[src/rtl/tbnf_pkg.sv]
// Shared constants and status codes for the touch burst noise filter.
`default_nettype none

package tbnf_pkg;

    localparam int TBNF_SAMPLE_BITS = 12;

    localparam int BURST_LEN   = 9;
    localparam int GROUP_LEN   = 3;
    localparam int GROUP_COUNT = 3;
    localparam int CNT_BITS    = 4;
    localparam int GRP_BITS    = 2;

    localparam int THRESH_BITS = 12;
    localparam int POS_BITS    = 12;
    localparam int STATUS_BITS = 2;

    localparam logic [THRESH_BITS-1:0] THRESH_RESET = 12'd2;

    localparam logic [STATUS_BITS-1:0] ST_OK    = 2'd0;
    localparam logic [STATUS_BITS-1:0] ST_NOISE = 2'd1;
    localparam logic [STATUS_BITS-1:0] ST_ABORT = 2'd2;

    localparam int APB_ADDR_BITS = 3;
    localparam int APB_DATA_BITS = 32;
    localparam logic REG_NOISE_THRESHOLD = 1'b0;

endpackage

`default_nettype wire

[src/rtl/tbnf_axis.sv]
// Closest-pair selection and noise test for the three group averages of one axis.
`default_nettype none

module tbnf_axis
    import tbnf_pkg::*;
#(
    parameter int SAMPLE_BITS = TBNF_SAMPLE_BITS
) (
    input  wire logic [SAMPLE_BITS-1:0] i_avg0,
    input  wire logic [SAMPLE_BITS-1:0] i_avg1,
    input  wire logic [SAMPLE_BITS-1:0] i_avg2,
    input  wire logic [THRESH_BITS-1:0] i_threshold,
    output logic                        o_noise,
    output logic [POS_BITS-1:0]         o_position
);

    localparam int CMP_W = (SAMPLE_BITS > THRESH_BITS) ? SAMPLE_BITS :
                           ((THRESH_BITS > POS_BITS) ? THRESH_BITS : POS_BITS);

    logic [SAMPLE_BITS-1:0] d01;
    logic [SAMPLE_BITS-1:0] d12;
    logic [SAMPLE_BITS-1:0] d20;
    logic [CMP_W-1:0]       thr;
    logic [SAMPLE_BITS-1:0] sel_a;
    logic [SAMPLE_BITS-1:0] sel_b;
    logic [SAMPLE_BITS:0]   pair_sum;
    logic [CMP_W-1:0]       pos_ext;

    always_comb begin
        d01 = (i_avg0 > i_avg1) ? (i_avg0 - i_avg1) : (i_avg1 - i_avg0);
        d12 = (i_avg1 > i_avg2) ? (i_avg1 - i_avg2) : (i_avg2 - i_avg1);
        d20 = (i_avg2 > i_avg0) ? (i_avg2 - i_avg0) : (i_avg0 - i_avg2);
        thr = CMP_W'(i_threshold);

        o_noise = (CMP_W'(d01) > thr) && (CMP_W'(d12) > thr) && (CMP_W'(d20) > thr);

        if (d01 < d12) begin
            sel_a = i_avg0;
            sel_b = (d20 < d01) ? i_avg2 : i_avg1;
        end else begin
            sel_a = (d20 < d12) ? i_avg0 : i_avg1;
            sel_b = i_avg2;
        end

        pair_sum   = {1'b0, sel_a} + {1'b0, sel_b};
        pos_ext    = CMP_W'(pair_sum[SAMPLE_BITS:1]);
        o_position = pos_ext[POS_BITS-1:0];
    end

endmodule

`default_nettype wire

[src/rtl/touch_burst_noise_filter_top.sv]
// Top level of the touch burst noise filter: burst accumulation, averaging and result register.
`default_nettype none

// The block takes one X/Y sample beat per clock while o_stall is low and emits one result per
// burst: after the ninth beat (status accepted or noise) or on the first beat whose pen_down
// is 0 before that (status aborted, positions 0). The beat that ends the burst passes in
// order through the input register, group-sum register, group-average register (a
// multiply by the reciprocal of three) and result register. Each stage moves on when the
// one after it is empty or moving, so a waiting result does not block input beats
// until all stages are full. The noise threshold is written over the APB port at
// byte address 0 and should only be changed while no burst is in flight.
module touch_burst_noise_filter_top
    import tbnf_pkg::*;
#(
    parameter int SAMPLE_BITS = TBNF_SAMPLE_BITS
) (
    input  wire logic                     i_clk,
    input  wire logic                     i_rst_n,

    input  wire logic                     i_valid,
    output logic                          o_stall,
    input  wire logic [SAMPLE_BITS-1:0]   i_x_sample,
    input  wire logic [SAMPLE_BITS-1:0]   i_y_sample,
    input  wire logic                     i_pen_down,

    output logic                          o_valid,
    input  wire logic                     i_stall,
    output logic [POS_BITS-1:0]           o_x_position,
    output logic [POS_BITS-1:0]           o_y_position,
    output logic [STATUS_BITS-1:0]        o_status,

    input  wire logic                     psel,
    input  wire logic                     penable,
    input  wire logic                     pwrite,
    input  wire logic [APB_ADDR_BITS-1:0] paddr,
    input  wire logic [APB_DATA_BITS-1:0] pwdata,
    output logic [APB_DATA_BITS-1:0]      prdata,
    output logic                          pready
);

    localparam int SUM_W  = SAMPLE_BITS + 2;
    localparam int DIV_K  = SUM_W + 2;
    localparam int DIV_M  = ((1 << DIV_K) + 2) / 3;
    localparam int PROD_W = SUM_W + DIV_K;

    logic [THRESH_BITS-1:0] r_threshold;
    logic                   cfg_write;

    logic                   r_in_valid;
    logic [SAMPLE_BITS-1:0] r_in_x;
    logic [SAMPLE_BITS-1:0] r_in_y;
    logic                   r_in_pen;

    logic [CNT_BITS-1:0]    r_count;
    logic [CNT_BITS-1:0]    n_count;
    logic [GRP_BITS-1:0]    grp;
    logic [SUM_W-1:0]       r_sum_x [GROUP_COUNT];
    logic [SUM_W-1:0]       r_sum_y [GROUP_COUNT];
    logic [SUM_W-1:0]       n_sum_x [GROUP_COUNT];
    logic [SUM_W-1:0]       n_sum_y [GROUP_COUNT];

    logic                   r_fin_valid;
    logic                   r_fin_abort;
    logic [SUM_W-1:0]       r_fin_x [GROUP_COUNT];
    logic [SUM_W-1:0]       r_fin_y [GROUP_COUNT];

    logic                   r_avg_valid;
    logic                   r_avg_abort;
    logic [SAMPLE_BITS-1:0] r_avg_x [GROUP_COUNT];
    logic [SAMPLE_BITS-1:0] r_avg_y [GROUP_COUNT];
    logic [SAMPLE_BITS-1:0] n_avg_x [GROUP_COUNT];
    logic [SAMPLE_BITS-1:0] n_avg_y [GROUP_COUNT];
    logic [PROD_W-1:0]      prod_x  [GROUP_COUNT];
    logic [PROD_W-1:0]      prod_y  [GROUP_COUNT];

    logic                   r_out_valid;
    logic [POS_BITS-1:0]    r_out_x;
    logic [POS_BITS-1:0]    r_out_y;
    logic [STATUS_BITS-1:0] r_out_status;

    logic                   noise_x;
    logic                   noise_y;
    logic [POS_BITS-1:0]    pos_x;
    logic [POS_BITS-1:0]    pos_y;

    logic                   out_en;
    logic                   avg_en;
    logic                   avg_go;
    logic                   fin_en;
    logic                   fin_go;
    logic                   in_end;
    logic                   in_full;
    logic                   in_go;
    logic                   in_en;
    logic                   accept;

    assign cfg_write = psel && penable && pwrite && pready;
    assign pready    = 1'b1;
    assign prdata    = (paddr[2] == REG_NOISE_THRESHOLD) ? APB_DATA_BITS'(r_threshold)
                                                          : '0;

    always_ff @(posedge i_clk) begin
        if (!i_rst_n) begin
            r_threshold <= THRESH_RESET;
        end else if (cfg_write && (paddr[2] == REG_NOISE_THRESHOLD)) begin
            r_threshold <= pwdata[THRESH_BITS-1:0];
        end
    end

    always_comb begin
        out_en  = !r_out_valid || !i_stall;
        avg_go  = r_avg_valid && out_en;
        avg_en  = !r_avg_valid || out_en;
        fin_go  = r_fin_valid && avg_en;
        fin_en  = !r_fin_valid || avg_en;

        n_count = r_count + CNT_BITS'(1);
        in_full = (n_count == CNT_BITS'(BURST_LEN));
        in_end  = in_full || !r_in_pen;
        in_go   = r_in_valid && (!in_end || fin_en);
        in_en   = !r_in_valid || in_go;
        accept  = i_valid && in_en;
        o_stall = !in_en;

        if (r_count < CNT_BITS'(GROUP_LEN)) begin
            grp = GRP_BITS'(0);
        end else if (r_count < CNT_BITS'(2 * GROUP_LEN)) begin
            grp = GRP_BITS'(1);
        end else begin
            grp = GRP_BITS'(2);
        end

        for (int g = 0; g < GROUP_COUNT; g++) begin
            n_sum_x[g] = r_sum_x[g] + ((grp == GRP_BITS'(g)) ? SUM_W'(r_in_x) : '0);
            n_sum_y[g] = r_sum_y[g] + ((grp == GRP_BITS'(g)) ? SUM_W'(r_in_y) : '0);
        end
    end

    always_ff @(posedge i_clk) begin
        if (!i_rst_n) begin
            r_in_valid <= 1'b0;
        end else if (accept) begin
            r_in_valid <= 1'b1;
        end else if (in_go) begin
            r_in_valid <= 1'b0;
        end
    end

    always_ff @(posedge i_clk) begin
        if (accept) begin
            r_in_x   <= i_x_sample;
            r_in_y   <= i_y_sample;
            r_in_pen <= i_pen_down;
        end
    end

    always_ff @(posedge i_clk) begin
        if (!i_rst_n) begin
            r_count <= '0;
            for (int g = 0; g < GROUP_COUNT; g++) begin
                r_sum_x[g] <= '0;
                r_sum_y[g] <= '0;
            end
        end else if (in_go) begin
            if (in_end) begin
                r_count <= '0;
                for (int g = 0; g < GROUP_COUNT; g++) begin
                    r_sum_x[g] <= '0;
                    r_sum_y[g] <= '0;
                end
            end else begin
                r_count <= n_count;
                for (int g = 0; g < GROUP_COUNT; g++) begin
                    r_sum_x[g] <= n_sum_x[g];
                    r_sum_y[g] <= n_sum_y[g];
                end
            end
        end
    end

    always_ff @(posedge i_clk) begin
        if (!i_rst_n) begin
            r_fin_valid <= 1'b0;
        end else if (in_go && in_end) begin
            r_fin_valid <= 1'b1;
        end else if (fin_go) begin
            r_fin_valid <= 1'b0;
        end
    end

    always_ff @(posedge i_clk) begin
        if (in_go && in_end) begin
            r_fin_abort <= !in_full;
            for (int g = 0; g < GROUP_COUNT; g++) begin
                r_fin_x[g] <= n_sum_x[g];
                r_fin_y[g] <= n_sum_y[g];
            end
        end
    end

    always_comb begin
        for (int g = 0; g < GROUP_COUNT; g++) begin
            prod_x[g]  = PROD_W'(r_fin_x[g]) * PROD_W'(DIV_M);
            prod_y[g]  = PROD_W'(r_fin_y[g]) * PROD_W'(DIV_M);
            n_avg_x[g] = prod_x[g][DIV_K +: SAMPLE_BITS];
            n_avg_y[g] = prod_y[g][DIV_K +: SAMPLE_BITS];
        end
    end

    always_ff @(posedge i_clk) begin
        if (!i_rst_n) begin
            r_avg_valid <= 1'b0;
        end else if (fin_go) begin
            r_avg_valid <= 1'b1;
        end else if (avg_go) begin
            r_avg_valid <= 1'b0;
        end
    end

    always_ff @(posedge i_clk) begin
        if (fin_go) begin
            r_avg_abort <= r_fin_abort;
            for (int g = 0; g < GROUP_COUNT; g++) begin
                r_avg_x[g] <= n_avg_x[g];
                r_avg_y[g] <= n_avg_y[g];
            end
        end
    end

    tbnf_axis #(
        .SAMPLE_BITS (SAMPLE_BITS)
    ) u_axis_x (
        .i_avg0      (r_avg_x[0]),
        .i_avg1      (r_avg_x[1]),
        .i_avg2      (r_avg_x[2]),
        .i_threshold (r_threshold),
        .o_noise     (noise_x),
        .o_position  (pos_x)
    );

    tbnf_axis #(
        .SAMPLE_BITS (SAMPLE_BITS)
    ) u_axis_y (
        .i_avg0      (r_avg_y[0]),
        .i_avg1      (r_avg_y[1]),
        .i_avg2      (r_avg_y[2]),
        .i_threshold (r_threshold),
        .o_noise     (noise_y),
        .o_position  (pos_y)
    );

    always_ff @(posedge i_clk) begin
        if (!i_rst_n) begin
            r_out_valid <= 1'b0;
        end else if (avg_go) begin
            r_out_valid <= 1'b1;
        end else if (!i_stall) begin
            r_out_valid <= 1'b0;
        end
    end

    always_ff @(posedge i_clk) begin
        if (avg_go) begin
            if (r_avg_abort) begin
                r_out_x      <= '0;
                r_out_y      <= '0;
                r_out_status <= ST_ABORT;
            end else if (noise_x || noise_y) begin
                r_out_x      <= '0;
                r_out_y      <= '0;
                r_out_status <= ST_NOISE;
            end else begin
                r_out_x      <= pos_x;
                r_out_y      <= pos_y;
                r_out_status <= ST_OK;
            end
        end
    end

    assign o_valid      = r_out_valid;
    assign o_x_position = r_out_x;
    assign o_y_position = r_out_y;
    assign o_status     = r_out_status;

    a_count_range: assert property (@(posedge i_clk) disable iff (!i_rst_n)
        r_count < CNT_BITS'(BURST_LEN))
        else $error("Burst beat count left its range.");

    a_burst_restart: assert property (@(posedge i_clk) disable iff (!i_rst_n)
        (in_go && in_end) |=> (r_count == '0) && (r_sum_x[0] == '0) && (r_sum_y[0] == '0))
        else $error("Burst state was not cleared after a result.");

    a_reject_zero: assert property (@(posedge i_clk) disable iff (!i_rst_n)
        (o_valid && (o_status != ST_OK)) |-> (o_x_position == '0) && (o_y_position == '0))
        else $error("Rejected or aborted result carries a position.");

    a_status_code: assert property (@(posedge i_clk) disable iff (!i_rst_n)
        o_valid |-> (o_status == ST_OK) || (o_status == ST_NOISE) || (o_status == ST_ABORT))
        else $error("Result status code out of range.");

    a_full_stall: assert property (@(posedge i_clk) disable iff (!i_rst_n)
        o_stall |-> r_in_valid && r_fin_valid && r_avg_valid && r_out_valid && i_stall)
        else $error("Input stalled while the pipeline had room.");

endmodule

`default_nettype wire
[config.mk]
export PLATFORM = sky130hd
export DESIGN_NAME = touch_burst_noise_filter_top
export DESIGN_NICKNAME = d
export VERILOG_FILES = /design/src/rtl/tbnf_pkg.sv /design/src/rtl/tbnf_axis.sv /design/src/rtl/touch_burst_noise_filter_top.sv
export SDC_FILE = /design/constraint.sdc
export NUM_CORES = 2
export LEC_CHECK = 0
export CAP_MARGIN = 20
export CORE_ASPECT_RATIO = 2
export CORE_UTILIZATION = 35
export DETAILED_ROUTE_END_ITERATION = 10
export DONT_BUFFER_PORTS = 1
export HOLD_SLACK_MARGIN = 0.03
export PLACE_DENSITY = 0.6
export SYNTH_ARGS = -nofsm -noshare
export SYNTH_HDL_FRONTEND = slang
export SYNTH_SLANG_ARGS = --single-unit
[constraint.sdc]
create_clock -name i_clk -period 7.8 [get_ports i_clk]
set_input_delay 1.56 -clock i_clk [delete_from_list [all_inputs] [get_ports i_clk]]
set_output_delay 1.56 -clock i_clk [all_outputs]
set_load 0.01 [all_outputs]
## Word level (Yosys, flattened, before mapping)

Memories as Yosys holds them, arrays and structs flattened.
Index checks and enable logic that the tools add are counted.

| cells by class | value |
|---|---|
| $lt $le $gt $ge | 20 |
| mux-type cells | 58 |
| eq/ne operators | 4 |
| $mul | 6 |
| bitwise operators | 13 |
| reduce and logical (&&, ||, !) cells | 33 |
| add/subtract/negate cells | 21 |

Operators by type and width:

| kind | count |
|---|---|
| 12-bit 2-to-1 mux | 21 |
| 14-bit 2-to-1 mux | 12 |
| 14-bit by 14-bit multiplier with 27-bit output (second input constant) | 6 |
| 12-bit greater-than comparator | 12 |
| 12-bit subtractor | 12 |
| 14-bit by 12-bit adder with 14-bit output | 6 |
| 12-bit < comparator | 6 |
| 12-bit by 12-bit adder with 13-bit output | 2 |
| 1-bit 2-to-1 mux | 22 |
| 1-bit logical AND | 12 |
| 1-bit bitwise OR | 12 |
| 1-bit logical NOT | 9 |
| 1-bit logical OR | 7 |
| 2-bit nonzero test | 3 |
| 4-bit by 1-bit adder with 4-bit output (second input constant) | 1 |
| 4-bit equality test (second input constant) | 1 |
| 4-bit by 2-bit < comparator with 1-bit output (second input constant) | 1 |
| 4-bit by 3-bit < comparator with 1-bit output (second input constant) | 1 |
| 2-bit 2-to-1 mux | 2 |
| 4-bit 2-to-1 mux | 1 |
| 2-bit by 1-bit equality test with 1-bit output (second input constant) | 1 |
| 2-bit equality test (second input constant) | 1 |
| 2-bit logical NOT | 1 |
| 2-bit by 1-bit != test with 1-bit output (second input constant) | 1 |
| 2 further kinds | 2 |

| word-level totals | value |
|---|---|
| output and inout bits | 61 |
| register bits after elaboration | 73 |
| memories | 6 |
| RAM bits | 240 |
| input port bits | 67 |
| logic and storage cells | 175 |

Memories:

| memory | depth | width | read ports | clocked after memory_dff | wr ports | line | text |
|---|---|---|---|---|---|---|---|
| r_fin_x | 3 | 14 | 3 | 0 | 3 | touch_burst_noise_filter_top.sv:64 | `logic [SUM_W-1:0] r_fin_x [GROUP_COUNT];` |
| r_fin_y | 3 | 14 | 3 | 0 | 3 | touch_burst_noise_filter_top.sv:65 | `logic [SUM_W-1:0] r_fin_y [GROUP_COUNT];` |
| r_sum_x | 3 | 14 | 3 | 0 | 3 | touch_burst_noise_filter_top.sv:57 | `logic [SUM_W-1:0] r_sum_x [GROUP_COUNT];` |
| r_sum_y | 3 | 14 | 3 | 0 | 3 | touch_burst_noise_filter_top.sv:58 | `logic [SUM_W-1:0] r_sum_y [GROUP_COUNT];` |
| r_avg_x | 3 | 12 | 3 | 0 | 3 | touch_burst_noise_filter_top.sv:69 | `logic [SAMPLE_BITS-1:0] r_avg_x [GROUP_COUNT];` |
| r_avg_y | 3 | 12 | 3 | 0 | 3 | touch_burst_noise_filter_top.sv:70 | `logic [SAMPLE_BITS-1:0] r_avg_y [GROUP_COUNT];` |

## Logic depth before layout (Yosys ltp)

| depth | value |
|---|---|
| word-level depth | 11 |
| mapped depth | 37 |
| mapped depth without buffers | 35 |

## Modules after synthesis

Synthesis repeated with hierarchy kept, for this count alone.

| unflattened totals | value |
|---|---|
| cell total of the unflattened synthesis | 4547 |
| area total of the unflattened synthesis | 44189.9 um2 |

By module, submodules not included:

| module | cells each | area each (um2) | sequential area each (um2) | times used |
|---|---|---|---|---|
| touch_burst_noise_filter_top | 3082 | 33281.9 | 9198.8 | 1 |
| tbnf_axis (u_axis_x) | 744 | 5584.1 | 0.0 | 1 |
| tbnf_axis (u_axis_y) | 721 | 5323.9 | 0.0 | 1 |

## Worst setup path before layout

Ideal clock, no wire load.

| path | value |
|---|---|
| kind | reg2reg |
| from | memory r_avg_y[0][24] in the netlist's numbering |
| to | register r_out_y[9] (netlist: o_y_position[9]) (data pin) |
| data arrival time | 6.682 ns |
| setup slack | 0.852 ns |
| data required time | 7.534 ns |
| clock period less this slack | 6.948 ns |
| buffers on the path | 1 |
| stages on the path, launching flop included | 36 |
| setup time | 0.266 ns |
| path through | edfxtp_1 -> inv_1 -> ha_1 -> inv_1 -> fa_1 -> a21o_1 -> a21o_1 -> a2111oi_1 -> nor4_1 -> nor2_2 -> mux2i_1 -> nor2_1 -> a211oi_1 -> a2bb2oi_1 -> nor2b_1 -> xnor2_1 -> ha_1 -> a2111oi_0 -> o21ai_0 -> a21oi_1 -> o21ai_0 -> o21ai_0 -> or2_2 -> clkbuf_1 -> o21ai_0 -> fa_1 -> a21o_1 -> a21oi_1 -> o21bai_1 -> a21oi_1 -> o21ai_0 -> a21oi_1 -> o21bai_1 -> a21oi_1 -> xor2_1 -> nor2_1 |

RTL lines:

| item | line | text |
|---|---|---|
| from (decl) | touch_burst_noise_filter_top.sv:70 |  |
| to (signal assigned) | touch_burst_noise_filter_top.sv:274 | `r_out_y <= pos_y;` |
| to (decl) | touch_burst_noise_filter_top.sv:78 | `logic [POS_BITS-1:0] r_out_y;` |

==> run summary <==
Final ANT Viol Nets: 0
Setup ws final: 0.4840 ns
Max-cap violations: 0
Status: finished clean
WP data required: 8.11 ns
CTS tree: built
Pint: 7.602 mW
Largest stage delay, worst path: 0.42 ns
GRT Total Usage: 0.1807
PortBufs: 0
Initial antenna violation count: 11
Tmin final: 7.316 ns
Area share of the largest cell type after synthesis: 0.2647
RD Place Congestion: 0.9411
Dominant cell type by area after synthesis: ha_1
DP HPWL: 96380 microns
Clk_lat worst skew: 0.58 ns
Setup TNS Final: 0 ns
Critical Path End Type: flop
Clock Path Buffers: 3
RSZ-0062 raised after global routing: false
VDD IR max: 0.2039 mV
Placeable Area: 0.1214 sq mm
Via count: 30212
Fin. max-slew vios: 0
Worst slack at placement: -0.2538 ns
Total Power: 14.13 mW
Vert. Die Dim: 496.7 microns
Maximum clock rate: 136.7 MHz
Slew @ Worst Pin: 0.9881 ns
Most common flop cell mapped by yosys: edfxtp_1
Worst Path Arrival: 7.63 ns
Most common cell on crit path: a21o_1
Slew HR: 0.3343
Routed wire length: 110100 microns
Share of the yosys chip area belonging to registers: 0.2148
DRC Markers: 0
Largest net degree at the start of global routing: 86
Fin crit share: 0.9379
H-tree depth: 2
Die span in x: 249.4 microns
Grt total ovfl: 0
Area of placed instances: 0.04548 sq mm
Mapped Cells: 4349
Cell area power density: 301.5 mW/mm^2
Post-CTS Hold Buffers: 0
Vias in the first global route: 33004
Syn. warnings: 0
Net load switching power: 6.526 mW
Clock power frac: 0.125
EDFF count, synth: 293
Reg-to-reg critical path startpoint: r_avg_y[0][0]
Pleak: 23.22 nW
Critical-path top delay cell: edfxtp_1
CTS sink cnt: 313
IO Count: 128
Setup Crit Path Kind: reg2reg
Endpoints failing setup: 0
Vias per inst: 4.999
Area of the mapped netlist: 0.04283 sq mm
Switch share: 0.4619
Most area-consuming cells after synthesis: ha_1, edfxtp_1, fa_1
Most frequent cell after synthesis: ha_1
Nets: 5789
Worst setup startpoint: r_avg_y[0][0]
Die area: 0.1239 sq mm
Type of origin of the critical path: flop
Hold Crit Class: reg2reg
Inst Count DP: 5974
Combinational power share: 0.709
Post-DR wirelength/cell: 18.22 microns
Layout Area Growth over Synthesis: 9.406%
Critical Path Fanout Max: 19
Rows: 181
Finished Cell Area: 0.04686 sq mm
Seq pwr share: 0.166
Ys async rst share: 0
Setup Skew: 0.01835 ns
Mean Syn Cell Area: 9.849 sq um
DRT Pass-1 Iters: 5
CTS clk-pin slew, worst paths: 0.06 ns
Final Non-Filler Cells: 6044
Most frequent cells after synthesis: ha_1, inv_1, fa_1, edfxtp_1, a21oi_1
Starting Density: 0.3529
HP Start: r_threshold[10]
Flops & latches, synth: 313
Iter 0 DRT Violations: 1035
Unique masters post-synth: 84
Fraction of layout cells with a size suffix above 1: 0.06242
Number of buffers created by CTS: 34
Hold Fails Final Rpt: 0
CTS root buffer: clkbuf_16
Global-route wire length before repair: 173900 microns
-- what timing repair did --
action	4_1_cts	5_1_grt
pin swaps	0	6
gates resized for setup	3	24
endpoints found under the setup margin	2	10
buffers inserted	0	4
-- cell families after synthesis --
family | synth area share
adder cells (fa/ha/maj) | 0.4310
buffers and inverters | 0.08647
AND/OR/NAND/NOR | 0.09447
AO/OA/AOI/OAI | 0.1113
flip-flops | 0.2148
XOR/XNOR | 0.04315
multiplexers | 0.01867
other | 0.0001753
-- state kept, by name, indices dropped and copies added (netlist names) --
signal,flops
r_fin_x,42
r_fin_y,42
r_sum_x,42
r_sum_y,42
r_avg_x,36
r_avg_y,36
o_x_position,12
o_y_position,12
r_in_x,12
r_in_y,12
r_threshold,12
r_count,4
o_status,2
o_valid,1
r_avg_abort,1
r_avg_valid,1
r_fin_abort,1
r_fin_valid,1
r_in_pen,1
r_in_valid,1
-- layout by cell type, fill, tap and decap left out, types with 23 or more instances in the layout --
| master | synthesis | final |
|---|---|---|
| ha_1 | 906 | 906 |
| inv_1 | 878 | 878 |
| fa_1 | 356 | 355 |
| edfxtp_1 | 293 | 293 |
| a21oi_1 | 196 | 190 |
| nor2_1 | 188 | 187 |
| nand2_1 | 166 | 164 |
| xnor2_1 | 164 | 163 |
| o21ai_0 | 149 | 146 |
| a21o_1 | 135 | 135 |
| buf_4 | 22 | 133 |
| and2_1 | 132 | 132 |
| nor3_1 | 78 | 76 |
| mux2i_1 | 51 | 50 |
| nand4_1 | 49 | 49 |
| xor2_1 | 47 | 47 |
| nor2b_1 | 50 | 47 |
| a21boi_0 | 45 | 44 |
| o21bai_1 | 36 | 35 |
| clkbuf_16 | 0 | 35 |
| nand3_1 | 33 | 33 |
| nand2b_1 | 30 | 30 |
| o21a_1 | 25 | 25 |
| mux2_2 | 23 | 23 |
-- critical path, delay by kind of cell, from the launching register on --
family                   cells  cell delay, ns
AO/OA/AOI/OAI               22            3.74
flip-flops                   1            0.42
buffers and inverters        4            0.54
multiplexers                 1            0.23
adder cells (fa/ha/maj)      4            1.20
XOR/XNOR                     2            0.33
AND/OR/NAND/NOR              4            0.57
-- metal layers --
layer / track usage / vias to the layer above / wire length [microns]
met1: 0.1648 / 14575 / 37550
met3: 0.02066 / 299 / 2907
met4: 0.1185 / 10 / 8050
li1: - / 14848 / -
met2: 0.3688 / 480 / 61530
met5: 0 / - / 72
-- worst paths after layout --
path                            depth (start not counted)  slack [ns]              end
worst max-delay path                                   37        0.48  o_y_position[9]
worst min-delay path                                    2        0.46  r_threshold[10]
worst min register to register                          2        0.46  r_threshold[10]
worst max register to register                         37        0.48  o_y_position[9]
-- power by group through the flow --
stage	combinational, mW	clock [mW]	sequential [mW]
4_1_cts	10.1	1.83	2.35
3_3_place_gp	9.76	0	2.38
6_report	10.0	1.77	2.35
5_1_grt	11.3	1.88	2.36
3_5_place_dp	9.97	0	2.38
2_1_floorplan	6.93	0	2.33
-- metrics by stage --
| step | util | hold slack, ns |
|---|---|---|
| finish | 0.3861 | 0.4623 |
| global route | 0.3861 | 0.4943 |
| CTS | 0.3847 | 0.4665 |
| detailed placement | 0.3747 | 0.4574 |
| global placement | 0.3747 | 0.4504 |
| floorplan | - | 0.4003 |
-- final cells by class --
class,instances,area (sq um)
well taps,1555,1946
inverters,878,3296
diodes,3,7.507
clock inverters,21,284.0
repair buffers,135,1039
fillers,11965,74530
clock buffers,41,918.4
flip-flops and latches,313,9199
multi-input cells,3098,30170
(Power assumes the default switching activity.)
